$ cat src/hdl/byte_ring_fifo_core_assert.svh
// ---------------------------------------------------------------------------
// Assertion macros for the byte ring FIFO core
// Concurrent checks, clocked on the rising edge, off while reset is low.
// ---------------------------------------------------------------------------
`ifndef BYTE_RING_FIFO_CORE_ASSERT_SVH
`define BYTE_RING_FIFO_CORE_ASSERT_SVH

// Same-cycle implication
`define BRF_ASSERT_IMPL(name, clk_s, rst_n_s, ante, cons, msg) \
	name: assert property (@(posedge clk_s) disable iff (!rst_n_s) (ante) |-> (cons)) \
		else $error(msg);

// Next-cycle implication
`define BRF_ASSERT_NEXT(name, clk_s, rst_n_s, ante, cons, msg) \
	name: assert property (@(posedge clk_s) disable iff (!rst_n_s) (ante) |=> (cons)) \
		else $error(msg);

`endif

$ cat src/hdl/brf_pkg.sv
`timescale 1ns / 1ps
// ---------------------------------------------------------------------------
// Byte ring FIFO package
// Widths, command codes, controller states and the control/status bundles.
// ---------------------------------------------------------------------------
package brf_pkg;

	localparam int DEPTH_DEF     = 1024;
	localparam int MAX_BURST_DEF = 64;

	localparam int CFG_W       = 11;
	localparam int CMD_W       = 3;
	localparam int BYTE_W      = 8;
	localparam int LEN_W       = 7;
	localparam int OUT_COUNT_W = 11;
	localparam int OUT_INDEX_W = 10;

	localparam int S_TDATA_W = 24;
	localparam int M_TDATA_W = 32;
	localparam int S_PAD_W   = S_TDATA_W - (CMD_W + BYTE_W + LEN_W);
	localparam int M_PAD_W   = M_TDATA_W - (BYTE_W + OUT_COUNT_W + OUT_INDEX_W);

	localparam logic [CFG_W-1:0] CAP_RESET = 11'd1024;

	// Command codes
	localparam logic [CMD_W-1:0] CMD_WRITE  = 3'd0;
	localparam logic [CMD_W-1:0] CMD_READ   = 3'd1;
	localparam logic [CMD_W-1:0] CMD_PEEK   = 3'd2;
	localparam logic [CMD_W-1:0] CMD_SKIP   = 3'd3;
	localparam logic [CMD_W-1:0] CMD_COMMIT = 3'd4;
	localparam logic [CMD_W-1:0] CMD_CLEAR  = 3'd5;
	localparam logic [CMD_W-1:0] CMD_CONTIG = 3'd6;

	typedef enum logic [1:0] {
		ST_IDLE,
		ST_EXEC,
		ST_BURST
	} brf_state_t;

	// Controller to datapath
	typedef struct packed {
		logic capture;      // latch the accepted input item
		logic cfg_we;       // write capacity, empty the ring
		logic exec_single;  // load single result, update ring state
		logic burst_start;  // load burst counters from head
		logic issue;        // read one store byte
		logic take;         // move read byte into output register
		logic burst_done;   // last byte of burst moved out
	} brf_ctl_t;

	// Datapath to controller
	typedef struct packed {
		logic is_burst;     // captured command delivers bytes
		logic slot_free;    // output register can load this cycle
		logic rd_valid;     // read data register holds a byte
		logic iss_left;     // store reads still to issue
		logic deliver_last; // next byte moved out is the final one
	} brf_sts_t;

endpackage

$ cat src/hdl/brf_ctrl.sv
`timescale 1ns / 1ps
// ---------------------------------------------------------------------------
// Byte ring FIFO controller
// Sequences capture, single-result execution and byte bursts.
// ---------------------------------------------------------------------------
`include "byte_ring_fifo_core_assert.svh"

module brf_ctrl (
	input  logic            clk,
	input  logic            arst_n,
	input  logic            s_tvalid,
	input  logic            cfg_valid,
	input  brf_pkg::brf_sts_t sts,
	output logic            idle,
	output brf_pkg::brf_ctl_t ctl
);
	import brf_pkg::*;

	brf_state_t state_q;
	brf_state_t state_d;

	// State register
	always_ff @(posedge clk or negedge arst_n) begin
		if (!arst_n) begin
			state_q <= ST_IDLE;
		end else begin
			state_q <= state_d;
		end
	end

	// Next state and commands
	always_comb begin
		state_d = state_q;
		ctl     = '0;
		idle    = 1'b0;
		case (state_q)
			ST_IDLE: begin
				idle        = 1'b1;
				ctl.capture = s_tvalid;
				ctl.cfg_we  = cfg_valid;
				if (s_tvalid) begin
					state_d = ST_EXEC;
				end
			end
			ST_EXEC: begin
				if (sts.is_burst) begin
					ctl.burst_start = 1'b1;
					state_d         = ST_BURST;
				end else if (sts.slot_free) begin
					ctl.exec_single = 1'b1;
					state_d         = ST_IDLE;
				end
			end
			ST_BURST: begin
				// Keep one read in flight, refill as the output drains
				ctl.take  = sts.rd_valid && sts.slot_free;
				ctl.issue = sts.iss_left && (!sts.rd_valid || ctl.take);
				if (ctl.take && sts.deliver_last) begin
					ctl.burst_done = 1'b1;
					state_d        = ST_IDLE;
				end
			end
			default: begin
				state_d = ST_IDLE;
			end
		endcase
	end

	`BRF_ASSERT_IMPL(a_idle_no_reads, clk, arst_n, state_q == ST_IDLE, !sts.rd_valid && !sts.iss_left, "reads pending while idle")
	`BRF_ASSERT_NEXT(a_burst_returns_idle, clk, arst_n, ctl.burst_done, idle, "burst end did not return to idle")
	`BRF_ASSERT_IMPL(a_no_issue_outside_burst, clk, arst_n, state_q != ST_BURST, !ctl.issue && !ctl.take, "store read outside burst")

endmodule

$ cat config.mk
export PLATFORM = sky130hd
export DESIGN_NAME = brf_ctrl
export DESIGN_NICKNAME = d
export VERILOG_FILES = /design/src/hdl/brf_pkg.sv /design/src/hdl/brf_ctrl.sv
export VERILOG_INCLUDE_DIRS = /design/src /design/src/hdl
export SDC_FILE = /design/constraint.sdc
export NUM_CORES = 1
export LEC_CHECK = 0
export BUFFER_PORTS_ARGS = -buffer_cell sky130_fd_sc_hd__buf_4
export CAP_MARGIN = 20
export CORE_AREA = 3 3 40 42
export CTS_CLUSTER_SIZE = 14
export DETAILED_ROUTE_END_ITERATION = 10
export DIE_AREA = 0 0 43 45
export GPL_TIMING_DRIVEN = 0
export HOLD_SLACK_MARGIN = 0.06
export SETUP_SLACK_MARGIN = 0.02
export SLEW_MARGIN = 20
export SYNTH_ARGS = -nofsm -noshare
export SYNTH_HDL_FRONTEND = slang
export SYNTH_SLANG_ARGS = --single-unit
export TNS_END_PERCENT = 50
$ cat constraint.sdc
create_clock -name clk -period 1.2 [get_ports clk]
set_input_delay 0.24 -clock clk [delete_from_list [all_inputs] [get_ports clk]]
set_output_delay 0.24 -clock clk [all_outputs]
set_load 0.01 [all_outputs]
Word level (Yosys, flattened, before mapping)
Cells that the tools add are included.
Storage, ports and cells
  memories kept: 0
  logic and storage cells: 26
  bits of input ports: 9
  output and inout bits: 8
  bits in read-only memories: 0
  flip-flop bits (word level): 2
  memory bits (writable): 0
  latch bits: 0
Cells by class
  shift-type cells: 0
  div/mod/pow operators: 0
  magnitude comparators: 0
  eq/ne operators: 5
  muxes and demuxes: 13
  reduce and logical (&&, ||, !) cells: 7
  bitwise operators: 0
  add/sub/neg operators: 0
  multiply operators: 0
Operators by type and width (number)
  2-to-1 mux 2 bit: 6
  one-hot mux 2 bit (3 select lines): 1
  2-to-1 mux 1 bit: 5
  != test 2 bit (second input constant): 2
  logical AND 1 bit: 3
  2-to-1 mux 3 bit: 1
  != test 3 bit (second input constant): 1
  AND reduction 3 bit: 1
  equality test 2 x 1 -> 1 bit (second input constant): 1
  equality test 2 bit (second input constant): 1
  logical NOT 2 bit: 1
  logical NOT 1 bit: 1
  logical OR 1 bit: 1

Longest topological paths before layout
Gate-level depths: netlist of the first run.
  depth in word-level cells: 4
  mapped depth: 2
  depth with buffers taken out: 2

Worst setup path before layout of the first run
Ideal clock, no wire load.
  path kind: reg-to-output
  from: reg state_q[0]
  to: out ctl[4] (netlist name)
  setup slack: 51 ps
  stages on the path, launching flop included: 3
  data arrival time: 909 ps
  required time: 960 ps
  buffers on the path: 0
  cell sequence: dfrtp_1 -> inv_1 -> nor4b_1
RTL lines
  start: declaration: RTL line brf_ctrl.sv:19  | brf_state_t state_q;
  start signal: assignment: RTL line brf_ctrl.sv:27  | state_q <= state_d;
  end: declaration: RTL line brf_ctrl.sv:15  | output brf_pkg::brf_ctl_t ctl

==> flow_summary.yaml, run 1 <==
logic_synthesis:
  synth_area_leaders: "dfrtp_1, and2_1, nor2_1"
  yosysWarnings: 0
  netlist_area_um2: 155.1
  avgSynthCellArea_um2: 8.166
  synth_top_area_frac: 0.3226
  synth_compound_area_frac: 0.08871
  yosys.area_share.adder: 0
  netlist-cell-type-count: 15
  synth_top_family_by_area: "simple AND/OR/NAND/NOR gates"
  ys_seq_area_frac: 0.3226
  ys_seq_elements: 2
  synth_largest_area_cell: "dfrtp_1"
  muxShareOfSynthArea: 0
  synth_cells: 19
  syn_nets: 28
  synth_simple_gate_area_frac: 0.5645
  synth_xor_area_frac: 0
clock_network:
  clk_path_buf_depth: 2
  clock-root-buffer: "clkbuf_4"
  cts.sinks: 2
  tritoncts: "done"
  cts_buffers: 3
  htreeDepth: 1
  post_cts_buffers: 0
  path_clk_slew_ns: 0.03
  clk_latency_ns: 0.22
place:
  io_buffer_count: 16
  dp_hpwl_um: 396.3
  place_area_um2: 294.0
  gp_congestion: 0.6218
job:
  cap_violations: 0
layout:
  regMostFlops: "state_q"
  drive_above_1_share: 0.6667
  syn2layout_area_growth_pct: 125.8
  fin_nets: 50
  fillers: 149
  fin_area_um2: 350.3
  largest_register_ffs: 2
  reg_top3: "state_q (2)"
  num_antenna_cells: 0
sta:
  finClkSkew_ns: 0.001466
  worstMarginPinSlew_ns: 0.1893
  setup_ws_ns: -0.1342
  max_freq_mhz: 749.5
  final-max-slew-violation-count: 0
  report.final.setup_viol: 8
  holdWs_ns: 0.2924
  max-slew-margin-rel: 0.8735
  final.period_utilization: 1.112
  fin_tns_setup_ns: -0.6982
  hold_viol: 0
  grt_setup_unrepaired: "true"
  post-route-min-period_ns: 1.334
floorplan:
  dieArea_um2: 1935
  die_height_um: 45
  start_util: 0.1207
  coreArea_um2: 1285
  rows: 13
  ioPinCount: 17
  die_w_um: 43
detailed_routing:
  drc_errors: 0
  drtPass1Iterations: 3
  via_per_inst: 3.796
  drt_iter0_drc: 1
  post_drt_wl_per_cell_um: 9.296
  routed_wl_um: 502
  ant_nets: 0
  routed-via-count: 205
grt:
  antenna_found_initial: 0
  grt_start_max_net_pins: 7
  grt_pass1_wl_um: 786
  grt_pass1_vias: 203
  track_usage: 0.06167
  grt_overflow: 0
pwr:
  ir_drop_v: 0.0003368
  leakage_nw: 0.1653
  power.density_nw_per_um2: 1748
min_path:
  holdCritPathClass: "in -> reg"
critical_path:
  worst-endpoint-arrival_ns: 1.09
  endpoint_kind: "output port"
  crit_type: "reg -> out"
  path_max_fanout: 6
  crit_required_ns: 0.96
  worstSetupStartpointType: "register"
outcome:
  violations: "negative setup slack"
  status: "finished, violations left"
## area by class of cell
class,count,area (um2),share of cell area
Timing Repair Buffer,17,133.9,0.3821
Clock buffer,3,22.52,0.06429
Sequential cell,2,52.55,0.1500
Inverter,1,3.754,0.01071
Multi-Input combinational cell,16,118.9,0.3393
Tap cell,15,18.77,0.05357
## final timing paths
kind,from,slack (ns),end,cells after the start
max in group asynchronous,arst_n,0.76,state_q[1],2
setup / recovery,state_q[0],-0.13,ctl[2],3
setup reg to reg,state_q[0],0.21,state_q[0],2
hold / removal,s_tvalid,0.29,state_q[0],3
min in group asynchronous,arst_n,0.34,state_q[0],2
hold reg to reg,state_q[1],0.53,state_q[0],1
## report_power, final
| group | internal (mW) | switching, mW |
|---|---|---|
| sequential | 0.103 | 0.0510 |
| clock | 0.110 | 0.0363 |
| combinational | 0.185 | 0.127 |
## logic make-up after synthesis
family | Yosys count
flops | 2
compound gates | 2
simple gates | 14
buf+inv | 1
## repair_timing
action	CTS	global route
pin swaps	1	0
resized for setup	5	3
hold buffers	1	0
endpoints found under the setup margin	8	8
hold endpoints to repair	2	0
## Yosys cell counts, drive strengths merged
master,n
nand2,1
a21oi,1
or3b,1
and2,2
nand2b,2
nor3b,1
nor4b,1
nor2b,1
nand3,1
and3b,1
inv,1
dfrtp,2
a31o,1
nor2,3
## per-layer routing
layer  track usage  share of wire  vias to the layer above
li1              -              -                      107
met1       0.05072           0.30                       91
met2       0.09281           0.60                        5
met3       0.02789          0.074                        2
met4       0.09036          0.018                        0
met5             0              0                        -
## critical path, stage by stage (launching register included)
cell	delay, ns
dfrtp_2	0.42
nand2b_4	0.16
nor3b_2	0.15
buf_4	0.14
## layout by cell type (no fill, tap or decap), types with 2 or more instances in the layout
cell type  instances
dfrtp_2            2
nor2_1             3
buf_4             15
and2_1             2
clkbuf_4           3
## per-stage QoR
step                      instances  total power [mW]    util  setup WS, ns
after detailed placement         50            0.4229  0.2288       0.01822
after global placement           50            0.4193  0.2288       0.02951
after floorplan                  19            0.2754       -       0.05132
after CTS                        54            0.6169  0.2678       -0.1528
final                            54            0.6125  0.2726       -0.1342
after global routing             54            0.6628  0.2726       -0.2057
Power figures use the tool's default switching activity.
==> run 2: changes to the inputs <==
==> constraint.sdc (replaced) <==
create_clock -name clk -period 1.46 [get_ports clk]
set_input_delay 0.073 -clock clk [delete_from_list [all_inputs] [get_ports clk]]
set_output_delay 0.073 -clock clk [all_outputs]
set_load 0.01 [all_outputs]
==> flow_summary.yaml, run 2 (synthesis results as in run 1) <==
outcome:
  status: "finished, final reports clean"
layout:
  final_common_cell: "buf_4"
  largest_register_ffs: 2
  num_antenna_cells: 0
  drive_above_1_share: 0.5128
  regMostFlops: "state_q"
  reg_top3: "state_q (2)"
  syn2layout_area_growth_pct: 110.5
  fin_nets: 50
  final_cell_mix: "buf_4, nor2_1, clkbuf_4, and2_1, dfrtp_1"
floorplan:
  coreArea_um2: 1285
  start_util: 0.1207
  dieArea_um2: 1935
  rows: 13
  ioPinCount: 17
  die_height_um: 45
  die_w_um: 43
pwr:
  swShare: 0.3444
  ir_drop_v: 0.0002394
  power.density_nw_per_um2: 1422
  leakage_nw: 0.1616
  p_sw_uw: 159.9
  intPower_uw: 304.5
  combPwrFrac: 0.500
  p_seq_frac: 0.241
  clkPwrFrac: 0.259
clock_network:
  path_clk_slew_ns: 0.03
  cts_buffers: 3
  holdBufCountCts: 1
  clk_latency_ns: 0.22
  cts_resized: 0
  htreeDepth: 1
  post_cts_buffers: 0
  tritoncts: "done"
  clk_path_buf_depth: 2
  cts.sinks: 2
  clock-root-buffer: "clkbuf_4"
critical_path:
  worst-endpoint-arrival_ns: 1.17
  path_max_fanout: 6
  r2r_cells: 2
  critPathCapture: "ctl[2]"
  rr_startpoint: "state_q[0]"
  worstSetupStartpointType: "register"
  crit_required_ns: 1.39
  crit_path_start: "state_q[0]"
  endpoint_kind: "output port"
  reg2reg_slack_ns: 0.47
  r2r-end: "state_q[0]"
  crit_type: "reg -> out"
sta:
  max_freq_mhz: 806.2
  max-slew-margin-rel: 0.8307
  hold_viol: 0
  final-max-slew-violation-count: 0
  grt_setup_unrepaired: "false"
  worstMarginPinSlew_ns: 0.2504
  setup_ws_ns: 0.2196
  report.final.setup_viol: 0
  final.period_utilization: 0.8496
  post-route-min-period_ns: 1.240
  finClkSkew_ns: 0.001466
  fin_tns_setup_ns: 0
detailed_routing:
  drt_iter0_drc: 0
  post_drt_wl_per_cell_um: 8.704
  routed-via-count: 210
  routed_wl_um: 470
  drtPass1Iterations: 1
  ant_nets: 0
  drc_errors: 0
  via_per_inst: 3.889
min_path:
  hold-path-cell-count: 3
  holdCritPathClass: "in -> reg"
grt:
  grt_start_max_net_pins: 7
  track_usage: 0.05833
  antenna_found_initial: 0
  grt_pass1_wl_um: 731
  grt_pass1_vias: 196
  grt_overflow: 0
job:
  cap_violations: 0
place:
  gp_congestion: 0.6218
  io_buffer_count: 16
  dp_slack_ns: 0.4452
  dp_hpwl_um: 396.3
-- run 2: metal layers --
layer	wire (um)	part of all wire	vias up	global-route usage
li1	-	-	108	-
met1	138	0.29	95	0.05072
met2	275	0.59	5	0.08084
met3	46	0.098	2	0.02789
met4	9	0.019	0	0.09036
met5	0	0	-	0
-- run 2: critical path, stage by stage (launching register included) --
cell and delay, ns:
dfrtp_1 0.40, nand2b_2 0.21, nor3b_1 0.19, buf_4 0.15
-- run 2: worst min-delay path by stage --
stage | slack, ns | from | endpoint
finish | 0.13 | s_tvalid | state_q[0]
global route | 0.15 | s_tvalid | state_q[0]
CTS | 0.13 | s_tvalid | state_q[0]
detailed placement | -0.14 | arst_n | state_q[1]
global placement | -0.14 | arst_n | state_q[0]
floorplan | -0.22 | arst_n | state_q[0]
-- run 2: stage by stage --
step / power, mW / area, um2 / hold slack [ns] / instances / util
after global routing: 0.5052 / 326.6 / 0.1548 / 54 / 0.2541
after detailed placement: 0.3476 / 294.0 / -0.1418 / 50 / 0.2288
after global placement: 0.3446 / 294.0 / -0.1438 / 50 / 0.2288
final: 0.4644 / 326.6 / 0.1306 / 54 / 0.2541
after floorplan: 0.2263 / 155.1 / -0.2226 / 19 / -
after CTS: 0.4775 / 326.6 / 0.1285 / 54 / 0.2541
-- run 2: cell type report --
type	count	area [um2]
inverter	1	3.754
timing repair buffer	17	130.1
multi-input combinational	16	101.3
fill	148	958.4
clock buffer	3	22.52
tap	15	18.77
sequential	2	50.05
-- run 2: power by group through the flow --
| stage | Clock, mW | Sequential (mW) | Combinational, mW |
|---|---|---|---|
| 2_1_floorplan | 0 | 0.106 | 0.121 |
| 5_1_grt | 0.128 | 0.119 | 0.259 |
| 3_5_place_dp | 0 | 0.112 | 0.236 |
| 6_report | 0.120 | 0.112 | 0.232 |
| 3_3_place_gp | 0 | 0.112 | 0.233 |
| 4_1_cts | 0.128 | 0.111 | 0.238 |
